--- config.mk ---
export PLATFORM = sky130hd
export DESIGN_NAME = flow_vector_color_coder_unit
export DESIGN_NICKNAME = d
export VERILOG_FILES = /design/src/rtl/fvcc_pkg.sv /design/src/rtl/fvcc_front.sv /design/src/rtl/fvcc_back.sv /design/src/rtl/flow_vector_color_coder_unit.sv
export SDC_FILE = /design/constraint.sdc
export NUM_CORES = 2
export LEC_CHECK = 0
export BUFFER_PORTS_ARGS = -buffer_cell sky130_fd_sc_hd__buf_4
export CAP_MARGIN = 40
export CELL_PAD_IN_SITES_DETAIL_PLACEMENT = 0
export CELL_PAD_IN_SITES_GLOBAL_PLACEMENT = 1
export CORE_MARGIN = 2
export CORE_UTILIZATION = 57
export DETAILED_ROUTE_END_ITERATION = 8
export HOLD_SLACK_MARGIN = 0.12
export PLACE_DENSITY = 0.95
export SYNTH_ARGS = -nofsm -noshare
export SYNTH_HDL_FRONTEND = slang
export SYNTH_HIERARCHICAL = 1
export SYNTH_SLANG_ARGS = --single-unit
--- constraint.sdc ---
create_clock -name clk_i -period 41.9 [get_ports clk_i]
set_clock_uncertainty 0.2 [all_clocks]
set_input_delay 2.095 -clock clk_i [delete_from_list [all_inputs] [get_ports clk_i]]
set_output_delay 2.095 -clock clk_i [all_outputs]
set_load 0.01 [all_outputs]
--- src/rtl/fvcc_pkg.sv ---
// Shared types and constant tables for the flow vector colour coder.
// No dependencies; imported by fvcc_front, fvcc_back, the top level and the bench.
`timescale 1ns / 1ps

package fvcc_pkg;

  typedef enum logic [1:0] {
    OP_MEASURE,
    OP_SKIP,
    OP_COLOR,
    OP_BLACK
  } fvcc_op_e;

  typedef struct packed {
    fvcc_op_e op;
    logic     frame_start;
  } fvcc_cmd_t;

  typedef enum logic [3:0] {
    ST_IDLE,
    ST_SQ_U,
    ST_SQ_V,
    ST_SETUP,
    ST_ROOT,
    ST_DIV,
    ST_ANGLE_INIT,
    ST_ANGLE,
    ST_COLOR_C,
    ST_COLOR_B,
    ST_OUT
  } fvcc_state_e;

  localparam int unsigned WheelSize = 55;
  localparam int unsigned CordicSteps = 24;
  localparam logic [15:0] UnitRadius = 16'd64;
  localparam logic [23:0] FullScale = 24'd16711680;  // 255 * 2^16

  // Colour wheel, packed as red, green, blue.
  localparam logic [23:0] WHEEL [WheelSize] = '{
    24'hFF0000, 24'hFF1100, 24'hFF2200, 24'hFF3300, 24'hFF4400, 24'hFF5500,
    24'hFF6600, 24'hFF7700, 24'hFF8800, 24'hFF9900, 24'hFFAA00, 24'hFFBB00,
    24'hFFCC00, 24'hFFDD00, 24'hFFEE00,
    24'hFFFF00, 24'hD5FF00, 24'hAAFF00, 24'h80FF00, 24'h55FF00, 24'h2BFF00,
    24'h00FF00, 24'h00FF3F, 24'h00FF7F, 24'h00FFBF,
    24'h00FFFF, 24'h00E8FF, 24'h00D1FF, 24'h00BAFF, 24'h00A3FF, 24'h008CFF,
    24'h0074FF, 24'h005DFF, 24'h0046FF, 24'h002FFF, 24'h0018FF,
    24'h0000FF, 24'h1300FF, 24'h2700FF, 24'h3A00FF, 24'h4E00FF, 24'h6200FF,
    24'h7500FF, 24'h8900FF, 24'h9C00FF, 24'hB000FF, 24'hC400FF, 24'hD700FF,
    24'hEB00FF,
    24'hFF00FF, 24'hFF00D5, 24'hFF00AA, 24'hFF0080, 24'hFF0055, 24'hFF002B
  };

  // Arctangent of 2^-i in units of 2^-32 of a turn.
  localparam logic [31:0] ATAN [CordicSteps] = '{
    32'd536870912, 32'd316933406, 32'd167458907, 32'd85004756,
    32'd42667331, 32'd21354465, 32'd10679838, 32'd5340245,
    32'd2670163, 32'd1335087, 32'd667544, 32'd333772,
    32'd166886, 32'd83443, 32'd41722, 32'd20861,
    32'd10430, 32'd5215, 32'd2608, 32'd1304,
    32'd652, 32'd326, 32'd163, 32'd81
  };

  function automatic logic [7:0] wheel_byte(input logic [5:0] k, input logic [1:0] ch);
    logic [23:0] e;
    e = (k < 6'(WheelSize)) ? WHEEL[k] : 24'h000000;
    case (ch)
      2'd0:    wheel_byte = e[23:16];
      2'd1:    wheel_byte = e[15:8];
      default: wheel_byte = e[7:0];
    endcase
  endfunction

endpackage

--- src/rtl/fvcc_front.sv ---
// Front end: accepts requests, classifies them and holds them in a two-entry queue.
// Depends on fvcc_pkg.
`timescale 1ns / 1ps

module fvcc_front #(
  parameter int unsigned FLOW_WIDTH = 16
) (
  input  logic                   clk_i,
  input  logic                   rst_ni,
  input  logic                   in_valid_i,
  output logic                   in_ready_o,
  input  logic                   func_i,
  input  logic                   frame_start_i,
  input  logic [FLOW_WIDTH-1:0]  flow_u_i,
  input  logic [FLOW_WIDTH-1:0]  flow_v_i,
  input  logic                   is_unknown_i,
  output logic                   q_valid_o,
  input  logic                   q_ready_i,
  output fvcc_pkg::fvcc_cmd_t    q_cmd_o,
  output logic [FLOW_WIDTH-1:0]  q_u_o,
  output logic [FLOW_WIDTH-1:0]  q_v_o
);
  import fvcc_pkg::*;

  fvcc_cmd_t             cmd_q [2];
  logic [FLOW_WIDTH-1:0] u_q [2];
  logic [FLOW_WIDTH-1:0] v_q [2];
  logic                  wr_ptr_q, wr_ptr_d, rd_ptr_q, rd_ptr_d;
  logic [1:0]            count_q, count_d;
  logic                  push, pop;
  fvcc_cmd_t             cmd_in;

  always_comb begin
    case ({func_i, is_unknown_i})
      2'b00:   cmd_in.op = OP_MEASURE;
      2'b01:   cmd_in.op = OP_SKIP;
      2'b10:   cmd_in.op = OP_COLOR;
      default: cmd_in.op = OP_BLACK;
    endcase
    cmd_in.frame_start = frame_start_i;
  end

  assign in_ready_o = (count_q != 2'd2);
  assign push       = in_valid_i && in_ready_o;
  assign q_valid_o  = (count_q != 2'd0);
  assign pop        = q_valid_o && q_ready_i;
  assign q_cmd_o    = cmd_q[rd_ptr_q];
  assign q_u_o      = u_q[rd_ptr_q];
  assign q_v_o      = v_q[rd_ptr_q];

  always_comb begin
    wr_ptr_d = push ? ~wr_ptr_q : wr_ptr_q;
    rd_ptr_d = pop ? ~rd_ptr_q : rd_ptr_q;
    count_d  = count_q + 2'(push) - 2'(pop);
  end

  always_ff @(posedge clk_i or negedge rst_ni) begin
    if (!rst_ni) begin
      wr_ptr_q <= 1'b0;
      rd_ptr_q <= 1'b0;
      count_q  <= 2'd0;
    end else begin
      wr_ptr_q <= wr_ptr_d;
      rd_ptr_q <= rd_ptr_d;
      count_q  <= count_d;
    end
  end

  always_ff @(posedge clk_i) begin
    if (push) begin
      cmd_q[wr_ptr_q] <= cmd_in;
      u_q[wr_ptr_q]   <= flow_u_i;
      v_q[wr_ptr_q]   <= flow_v_i;
    end
  end

endmodule

--- src/rtl/fvcc_back.sv ---
// Back end: sequencer with shared square, square-root, divide, CORDIC and blend units.
// Depends on fvcc_pkg; fed by fvcc_front.
`timescale 1ns / 1ps

module fvcc_back #(
  parameter int unsigned FLOW_WIDTH = 16
) (
  input  logic                   clk_i,
  input  logic                   rst_ni,
  input  logic [15:0]            max_motion_i,
  input  logic                   q_valid_i,
  output logic                   q_ready_o,
  input  fvcc_pkg::fvcc_cmd_t    q_cmd_i,
  input  logic [FLOW_WIDTH-1:0]  q_u_i,
  input  logic [FLOW_WIDTH-1:0]  q_v_i,
  output logic                   out_valid_o,
  input  logic                   out_ready_i,
  output logic [7:0]             red_o,
  output logic [7:0]             green_o,
  output logic [7:0]             blue_o
);
  import fvcc_pkg::*;

  localparam int unsigned W  = FLOW_WIDTH;
  localparam int unsigned XW = FLOW_WIDTH + 19;

  fvcc_state_e state_q, state_d;
  fvcc_op_e    op_q, op_d;
  logic [W-1:0]        u_q, u_d, v_q, v_d, au_q, au_d, av_q, av_d;
  logic [2*W-1:0]      sq_q, sq_d, s_q, s_d;
  logic [15:0]         d_q, d_d, run_max_q, run_max_d, drem_q, drem_d;
  logic                inside_q, inside_d, skip_q, skip_d;
  logic [63:0]         op64_q, op64_d;
  logic [33:0]         rem_q, rem_d;
  logic [31:0]         root_q, root_d, ang_q, ang_d;
  logic [4:0]          cnt_q, cnt_d;
  logic [16:0]         r_q, r_d;
  logic signed [XW-1:0] x_q, x_d, y_q, y_d;
  logic [1:0]          ch_q, ch_d;
  logic [23:0]         c_q, c_d;
  logic [7:0]          rgb_q [3];
  logic [7:0]          rgb_d [3];
  logic                out_valid_q, out_valid_d;
  logic [7:0]          red_q, red_d, green_q, green_d, blue_q, blue_d;

  logic [W-1:0]        mul_a, abs_u_in, abs_v_in;
  logic [2*W-1:0]      mul_p;
  logic [31:0]         dd;
  logic [33:0]         rem_sh, trial;
  logic [16:0]         div_t;
  logic signed [XW-1:0] xs, ys, x_init;
  logic                y_pos;
  logic [21:0]         fk;
  logic [5:0]          k0, k1;
  logic [15:0]         frac;
  logic [7:0]          w0, w1;
  logic [24:0]         c_next;
  logic [40:0]         prod, diff;
  logic [25:0]         tri_c;
  logic [7:0]          byte_val;

  assign abs_u_in = q_u_i[W-1] ? (~q_u_i + W'(1)) : q_u_i;
  assign abs_v_in = q_v_i[W-1] ? (~q_v_i + W'(1)) : q_v_i;
  assign mul_a    = (state_q == ST_SQ_U) ? au_q : av_q;
  assign mul_p    = (2*W)'(mul_a) * (2*W)'(mul_a);
  assign dd       = 32'(d_q) * 32'(d_q);

  // One result bit of the square root per cycle, two operand bits consumed.
  assign rem_sh = {rem_q[31:0], op64_q[63:62]};
  assign trial  = {root_q, 2'b01};
  // Restoring division of the root by the radius, one quotient bit per cycle.
  assign div_t  = {drem_q, root_q[31]};

  assign xs     = x_q >>> cnt_q;
  assign ys     = y_q >>> cnt_q;
  assign y_pos  = !y_q[XW-1] && (y_q != '0);
  assign x_init = {{3{u_q[W-1]}}, u_q, 16'b0};

  assign fk       = 22'(ang_q[31:16]) * 22'd54;
  assign k0       = fk[21:16];
  assign k1       = (k0 == 6'(WheelSize - 1)) ? 6'd0 : k0 + 6'd1;
  assign frac     = fk[15:0];
  assign w0       = wheel_byte(k0, ch_q);
  assign w1       = wheel_byte(k1, ch_q);
  assign c_next   = 25'(w0) * (25'h10000 - 25'(frac)) + 25'(w1) * 25'(frac);
  assign prod     = 41'(r_q) * 41'(FullScale - c_q);
  assign diff     = {1'b0, FullScale, 16'b0} - prod;
  assign tri_c    = 26'(c_q) * 26'd3;
  assign byte_val = inside_q ? diff[39:32] : tri_c[25:18];

  always_comb begin
    state_d     = state_q;
    op_d        = op_q;
    u_d         = u_q;
    v_d         = v_q;
    au_d        = au_q;
    av_d        = av_q;
    sq_d        = sq_q;
    s_d         = s_q;
    d_d         = d_q;
    run_max_d   = run_max_q;
    drem_d      = drem_q;
    inside_d    = inside_q;
    skip_d      = skip_q;
    op64_d      = op64_q;
    rem_d       = rem_q;
    root_d      = root_q;
    ang_d       = ang_q;
    cnt_d       = cnt_q;
    r_d         = r_q;
    x_d         = x_q;
    y_d         = y_q;
    ch_d        = ch_q;
    c_d         = c_q;
    rgb_d       = rgb_q;
    red_d       = red_q;
    green_d     = green_q;
    blue_d      = blue_q;
    out_valid_d = out_valid_q && !out_ready_i;
    q_ready_o   = 1'b0;

    case (state_q)
      ST_IDLE: begin
        q_ready_o = 1'b1;
        if (q_valid_i) begin
          op_d = q_cmd_i.op;
          u_d  = q_u_i;
          v_d  = q_v_i;
          au_d = abs_u_in;
          av_d = abs_v_in;
          case (q_cmd_i.op)
            OP_MEASURE: begin
              if (q_cmd_i.frame_start) run_max_d = '0;
              state_d = ST_SQ_U;
            end
            OP_SKIP: begin
              if (q_cmd_i.frame_start) run_max_d = '0;
            end
            OP_COLOR: state_d = ST_SQ_U;
            default: begin
              rgb_d   = '{8'd0, 8'd0, 8'd0};
              state_d = ST_OUT;
            end
          endcase
        end
      end
      ST_SQ_U: begin
        sq_d = mul_p;
        if (max_motion_i != '0) d_d = max_motion_i;
        else if (run_max_q != '0) d_d = run_max_q;
        else d_d = UnitRadius;
        state_d = ST_SQ_V;
      end
      ST_SQ_V: begin
        s_d     = sq_q + mul_p;
        state_d = ST_SETUP;
      end
      ST_SETUP: begin
        inside_d = (64'(s_q) <= 64'(dd));
        rem_d    = '0;
        root_d   = '0;
        cnt_d    = '0;
        if (op_q == OP_MEASURE) begin
          op64_d  = 64'(s_q);
          state_d = ST_ROOT;
        end else if (64'(s_q) <= 64'(dd)) begin
          op64_d  = 64'(s_q) << 32;
          state_d = ST_ROOT;
        end else begin
          r_d     = '0;
          state_d = ST_ANGLE_INIT;
        end
      end
      ST_ROOT: begin
        op64_d = {op64_q[61:0], 2'b00};
        if (rem_sh >= trial) begin
          rem_d  = rem_sh - trial;
          root_d = {root_q[30:0], 1'b1};
        end else begin
          rem_d  = rem_sh;
          root_d = {root_q[30:0], 1'b0};
        end
        cnt_d = cnt_q + 5'd1;
        if (cnt_q == 5'd31) begin
          cnt_d  = '0;
          drem_d = '0;
          if (op_q == OP_MEASURE) begin
            if (root_d[31:16] != '0) begin
              if (run_max_q != 16'hFFFF) run_max_d = 16'hFFFF;
            end else if (root_d[15:0] > run_max_q) begin
              run_max_d = root_d[15:0];
            end
            state_d = ST_IDLE;
          end else begin
            state_d = ST_DIV;
          end
        end
      end
      ST_DIV: begin
        if (div_t >= {1'b0, d_q}) begin
          drem_d = 16'(div_t - {1'b0, d_q});
          root_d = {root_q[30:0], 1'b1};
        end else begin
          drem_d = div_t[15:0];
          root_d = {root_q[30:0], 1'b0};
        end
        cnt_d = cnt_q + 5'd1;
        if (cnt_q == 5'd31) begin
          r_d     = (root_d > 32'h10000) ? 17'h10000 : root_d[16:0];
          state_d = ST_ANGLE_INIT;
        end
      end
      ST_ANGLE_INIT: begin
        cnt_d  = '0;
        skip_d = (v_q == '0);
        if (u_q[W-1]) begin
          x_d   = -x_init;
          y_d   = -({{3{v_q[W-1]}}, v_q, 16'b0});
          ang_d = 32'h8000_0000;
        end else begin
          x_d   = x_init;
          y_d   = {{3{v_q[W-1]}}, v_q, 16'b0};
          ang_d = '0;
        end
        state_d = ST_ANGLE;
      end
      ST_ANGLE: begin
        if (!skip_q) begin
          if (y_pos) begin
            x_d   = x_q + ys;
            y_d   = y_q - xs;
            ang_d = ang_q + ATAN[cnt_q];
          end else begin
            x_d   = x_q - ys;
            y_d   = y_q + xs;
            ang_d = ang_q - ATAN[cnt_q];
          end
        end
        cnt_d = cnt_q + 5'd1;
        if (skip_q || cnt_q == 5'(CordicSteps - 1)) begin
          ch_d    = '0;
          state_d = ST_COLOR_C;
        end
      end
      ST_COLOR_C: begin
        c_d     = c_next[23:0];
        state_d = ST_COLOR_B;
      end
      ST_COLOR_B: begin
        rgb_d[ch_q] = byte_val;
        if (ch_q == 2'd2) begin
          state_d = ST_OUT;
        end else begin
          ch_d    = ch_q + 2'd1;
          state_d = ST_COLOR_C;
        end
      end
      ST_OUT: begin
        if (!out_valid_q || out_ready_i) begin
          red_d       = rgb_q[0];
          green_d     = rgb_q[1];
          blue_d      = rgb_q[2];
          out_valid_d = 1'b1;
          state_d     = ST_IDLE;
        end
      end
      default: state_d = ST_IDLE;
    endcase
  end

  always_ff @(posedge clk_i or negedge rst_ni) begin
    if (!rst_ni) begin
      state_q     <= ST_IDLE;
      run_max_q   <= '0;
      out_valid_q <= 1'b0;
    end else begin
      state_q     <= state_d;
      run_max_q   <= run_max_d;
      out_valid_q <= out_valid_d;
    end
  end

  always_ff @(posedge clk_i) begin
    op_q     <= op_d;
    u_q      <= u_d;
    v_q      <= v_d;
    au_q     <= au_d;
    av_q     <= av_d;
    sq_q     <= sq_d;
    s_q      <= s_d;
    d_q      <= d_d;
    drem_q   <= drem_d;
    inside_q <= inside_d;
    skip_q   <= skip_d;
    op64_q   <= op64_d;
    rem_q    <= rem_d;
    root_q   <= root_d;
    ang_q    <= ang_d;
    cnt_q    <= cnt_d;
    r_q      <= r_d;
    x_q      <= x_d;
    y_q      <= y_d;
    ch_q     <= ch_d;
    c_q      <= c_d;
    rgb_q    <= rgb_d;
    red_q    <= red_d;
    green_q  <= green_d;
    blue_q   <= blue_d;
  end

  assign out_valid_o = out_valid_q;
  assign red_o       = red_q;
  assign green_o     = green_q;
  assign blue_o      = blue_q;

endmodule

--- src/rtl/flow_vector_color_coder_unit.sv ---
// Top level of the flow vector colour coder: configuration register, front end and back end.
// Depends on fvcc_pkg, fvcc_front and fvcc_back.
`timescale 1ns / 1ps

// Codes flow vectors as colours on the 55-entry wheel. A request with func_i low is a
// measure request and updates the running maximum length; one with func_i high yields one
// RGB pixel. Requests enter a two-entry queue and are worked one at a time by a sequencer
// whose shared square-root unit, divider and CORDIC unit each iterate one step per cycle.
// A measure request runs the 32 root steps; an unknown one runs none. A colour request
// inside the radius runs 32 root steps, 32 divide steps, 24 CORDIC steps and the blend of
// each channel; one outside the radius skips the root and divide steps. Both skip the
// CORDIC steps when the vertical component is zero, and an unknown vector is output as
// black. A stalled output holds the back end. The normalising radius is written through
// cfg_we_i and cfg_wdata_i; the user must write it only while the block is idle, since
// the block itself does not enforce this.
module flow_vector_color_coder_unit #(
  parameter int unsigned FLOW_WIDTH = 16
) (
  input  logic                  clk_i,
  input  logic                  rst_ni,
  input  logic                  cfg_we_i,
  input  logic [15:0]           cfg_wdata_i,
  input  logic                  in_valid_i,
  output logic                  in_ready_o,
  input  logic                  func_i,
  input  logic                  frame_start_i,
  input  logic [FLOW_WIDTH-1:0] flow_u_i,
  input  logic [FLOW_WIDTH-1:0] flow_v_i,
  input  logic                  is_unknown_i,
  output logic                  out_valid_o,
  input  logic                  out_ready_i,
  output logic [7:0]            red_o,
  output logic [7:0]            green_o,
  output logic [7:0]            blue_o
);
  import fvcc_pkg::*;

  logic [15:0]           max_motion_q;
  logic                  q_valid, q_ready;
  fvcc_cmd_t             q_cmd;
  logic [FLOW_WIDTH-1:0] q_u, q_v;

  always_ff @(posedge clk_i or negedge rst_ni) begin
    if (!rst_ni) begin
      max_motion_q <= '0;
    end else if (cfg_we_i) begin
      max_motion_q <= cfg_wdata_i;
    end
  end

  fvcc_front #(.FLOW_WIDTH(FLOW_WIDTH)) u_front (
    .clk_i         (clk_i),
    .rst_ni        (rst_ni),
    .in_valid_i    (in_valid_i),
    .in_ready_o    (in_ready_o),
    .func_i        (func_i),
    .frame_start_i (frame_start_i),
    .flow_u_i      (flow_u_i),
    .flow_v_i      (flow_v_i),
    .is_unknown_i  (is_unknown_i),
    .q_valid_o     (q_valid),
    .q_ready_i     (q_ready),
    .q_cmd_o       (q_cmd),
    .q_u_o         (q_u),
    .q_v_o         (q_v)
  );

  fvcc_back #(.FLOW_WIDTH(FLOW_WIDTH)) u_back (
    .clk_i        (clk_i),
    .rst_ni       (rst_ni),
    .max_motion_i (max_motion_q),
    .q_valid_i    (q_valid),
    .q_ready_o    (q_ready),
    .q_cmd_i      (q_cmd),
    .q_u_i        (q_u),
    .q_v_i        (q_v),
    .out_valid_o  (out_valid_o),
    .out_ready_i  (out_ready_i),
    .red_o        (red_o),
    .green_o      (green_o),
    .blue_o       (blue_o)
  );

endmodule

==> flow_metrics.tcl <==
set metrics [dict create \
    run_status "completed" \
    vias 62872 \
    area_of_the_mapped_netlist_um2 81370 \
    final.fill_count 11541 \
    timing.max_cap.violations 0 \
    synth.area.top_cells "sky130_fd_sc_hd__fa_1 (23%), sky130_fd_sc_hd__edfxtp_1 (21%), sky130_fd_sc_hd__ha_1 (12%)" \
    netlist.top_cell.by_area "sky130_fd_sc_hd__fa_1" \
    synthCells 8574 \
    cts_root_buf "sky130_fd_sc_hd__clkbuf_16" \
    first_pass_iters 6 \
    core.rowCount 138 \
    critical_path_arrival_ps 15760 \
    cts-root-to-sink-buffers 3 \
    drcViolationCount 0 \
    gr-max-usage-layer "met2" \
    numCtsBuffers 71 \
    layout-drive-gt1-share 0.07265 \
    numPortBuffers 81 \
    synth_cell_types 111 \
    routed_wl_um 215600 \
    hold_violations 0 \
    synth-main-ff-cell "sky130_fd_sc_hd__edfxtp_1" \
    cp.required_ps 42270 \
    timing.setup.tns_ps 0 \
    grt_max_degree 107 \
    grt_usage 0.2977 \
    critical_path.startpoint_type "register" \
    postCtsSetupBuffers 0 \
    number_of_enable_type_register_cells_in_the_synthesized_netlist 556 \
    die_w_um 381.8 \
    critPathSlowestCell "sky130_fd_sc_hd__edfxtp_1" \
    worst_setup_hold_path_clk_slew_ps 90 \
    async_flop_share 0.06868 \
    hpwlAfterDp_um 167200 \
    hp-class "register to register" \
    synthDominantCellAreaShare 0.2276 \
    cp-end-kind "register" \
    post-route-min-period_ps 15390 \
    finalSetupViolCount 0 \
    worst_slew_margin_rel 0.3788 \
    grt_overflow 0 \
    worst_setup_path_type "register to register" \
    clock-sinks 597 \
    synth_warn 6 \
    synth.net_count 10325 \
    drt-wirelength-per-cell_um 20.52 \
    grt_first_pass_wirelength_um 347700 \
    antenna_found_initial 2 \
    use_met3 0.05797 \
    drt.antenna.violating_nets 0 \
    io-pin-count 82 \
    reg2reg_slack_ps 26510 \
    worst-slew-pin-transition_ps 931.8 \
    finish.net_count 10310 \
    report.final.slew_viol_count 0 \
    reg.largest.list "u_back/op64_q: 64 flops, u_back/x_q: 35 flops, u_back/y_q: 35 flops" \
    fp.dieH_um 381.8 \
    final.period_utilization 0.3672 \
    maxClockFrequency_ghz 0.06499 \
    yosysSeqAreaShare 0.2178 \
    gpl.final_weighted_congestion 0.9803 \
    cts-resized-gates 0 \
    initial_core_util 0.5747 \
    crit_fanout 20 \
    area.growth.synth_to_final_pct 7.001 \
    core-area_um2 141600 \
    unrepaired_setup_endpoints_after_global_routing "false" \
    fp.dieArea_um2 145800 \
    tritoncts_clock_tree "done" \
    synthMostInstantiatedCell "sky130_fd_sc_hd__inv_1" \
    worst_path_most_repeated_cell "sky130_fd_sc_hd__ha_1" \
    synth_common_cells "sky130_fd_sc_hd__inv_1 (1227), sky130_fd_sc_hd__nand2_1 (969), sky130_fd_sc_hd__fa_1 (925)" \
    ys_ff_latch 597 \
    cts.hold.buffers_added 0 \
    largest_reg_flops 64 \
    cts_htree_levels 3 \
    critical_path.max_stage_delay_ps 690 \
    first_iter_violations 5500 \
    routed_via_density 5.983 \
    syn_avg_cell_area_um2 9.491 \
    first_global_vias 65118 \
    regMostFlops "u_back/op64_q" \
    grt_use_met1 0.3909 \
    worst_skew_pair.late_latency_ps 710 \
    globalRouteMet2Util 0.4844 \
]
[per-layer routing]
metal | wire length (µm) | vias up
li1 | - | 28835
met2 | 101000 | 2694
met1 | 87480 | 30773
met3 | 17740 | 570
met4 | 9343 | 0
met5 | 0 | -
[placed cells by master (no fill, tap or decap), drive strengths merged, types with 22 or more instances in the layout]
cell type  netlist  routed
clkbuf         247      84
nor4            37      37
o21ai          368     368
a21oi          416     416
o31ai           50      50
a31oi           49      49
and3            56      56
o21bai          26      26
mux2            90      90
nor3           121     121
or2             31      31
xor2           182     182
clkinv          15      40
dfrtp           41      41
nor2           617     617
buf             70     231
nor2b           92      92
fa             925     925
xnor2          297     297
o21a            45      45
a21boi          27      27
and2           209     209
a211oi          74      74
mux4            97      97
o22ai           22      22
a21o           184     184
o211ai          38      38
nand4           34      34
inv           1235    1240
mux2i           84      84
a211o           24      24
edfxtp         556     556
or3             43      43
nand3          106     106
nand2b          72      72
nand2          971     971
ha             770     770
[final cells by class]
cell class | count | area [µm²] | share of cell area
well taps | 1890 | 2365 | 0.02716
diodes | 2 | 5.005 | 0.00005748
clock buffers | 84 | 1866 | 0.02143
multi-input cells | 6408 | 57640 | 0.6620
inverters | 1250 | 4692 | 0.05389
repair buffers | 231 | 2051 | 0.02355
flip-flops and latches | 597 | 17720 | 0.2035
clock inverters | 47 | 732.0 | 0.008406
[kinds of logic (layout without fill, tap and decap cells)]
logic type | Yosys count | in the layout | synth area share
other cells | 0 | 2 | 0
mux | 271 | 271 | 0.05160
xor+xnor | 479 | 479 | 0.05156
buf+inv | 1569 | 1612 | 0.07596
fa+ha+maj | 1695 | 1695 | 0.3460
flops | 597 | 597 | 0.2178
compound gates | 1508 | 1508 | 0.1183
simple gates | 2455 | 2455 | 0.1388
[stage by stage]
stage	instances	area, µm²	setup WS (ps)	util	hold slack, ps
6_report	10509	87070	26510	0.6150	255.0
3_5_place_dp	10375	84440	26610	0.5964	235.5
2_1_floorplan	8574	81370	28320	-	218.0
4_1_cts	10506	87040	26600	0.6147	250.6
3_3_place_gp	10344	83910	26770	0.5926	227.0
5_1_grt	10509	87070	25520	0.6150	260.4
[final timing paths]
check	endpoint	start	cells after the start
max reg2reg	u_back/c_q[23]	u_back/ang_q[16]	53
min in group asynchronous	u_front/wr_ptr_q	rst_ni	1
min reg2reg	u_back/red_o[7]	u_back/rgb_q[23]	0
max in group asynchronous	max_motion_q[7]	rst_ni	1
max	u_back/c_q[23]	u_back/ang_q[16]	53
min	u_back/red_o[7]	u_back/rgb_q[23]	0
[critical path: cells and delay by family (launching register included)]
kind	cells	cell delay (ps)
buffers and inverters	7	920
and+or+nand+nor	8	1660
xor gates and xnor gates	1	160
AOI/OAI and AO/OA	24	6470
adders and majority gates	13	5120
DFF	1	690
Power is not shown: default switching activity piles up to over one toggle a cycle in this logic, so the estimate is an artifact.
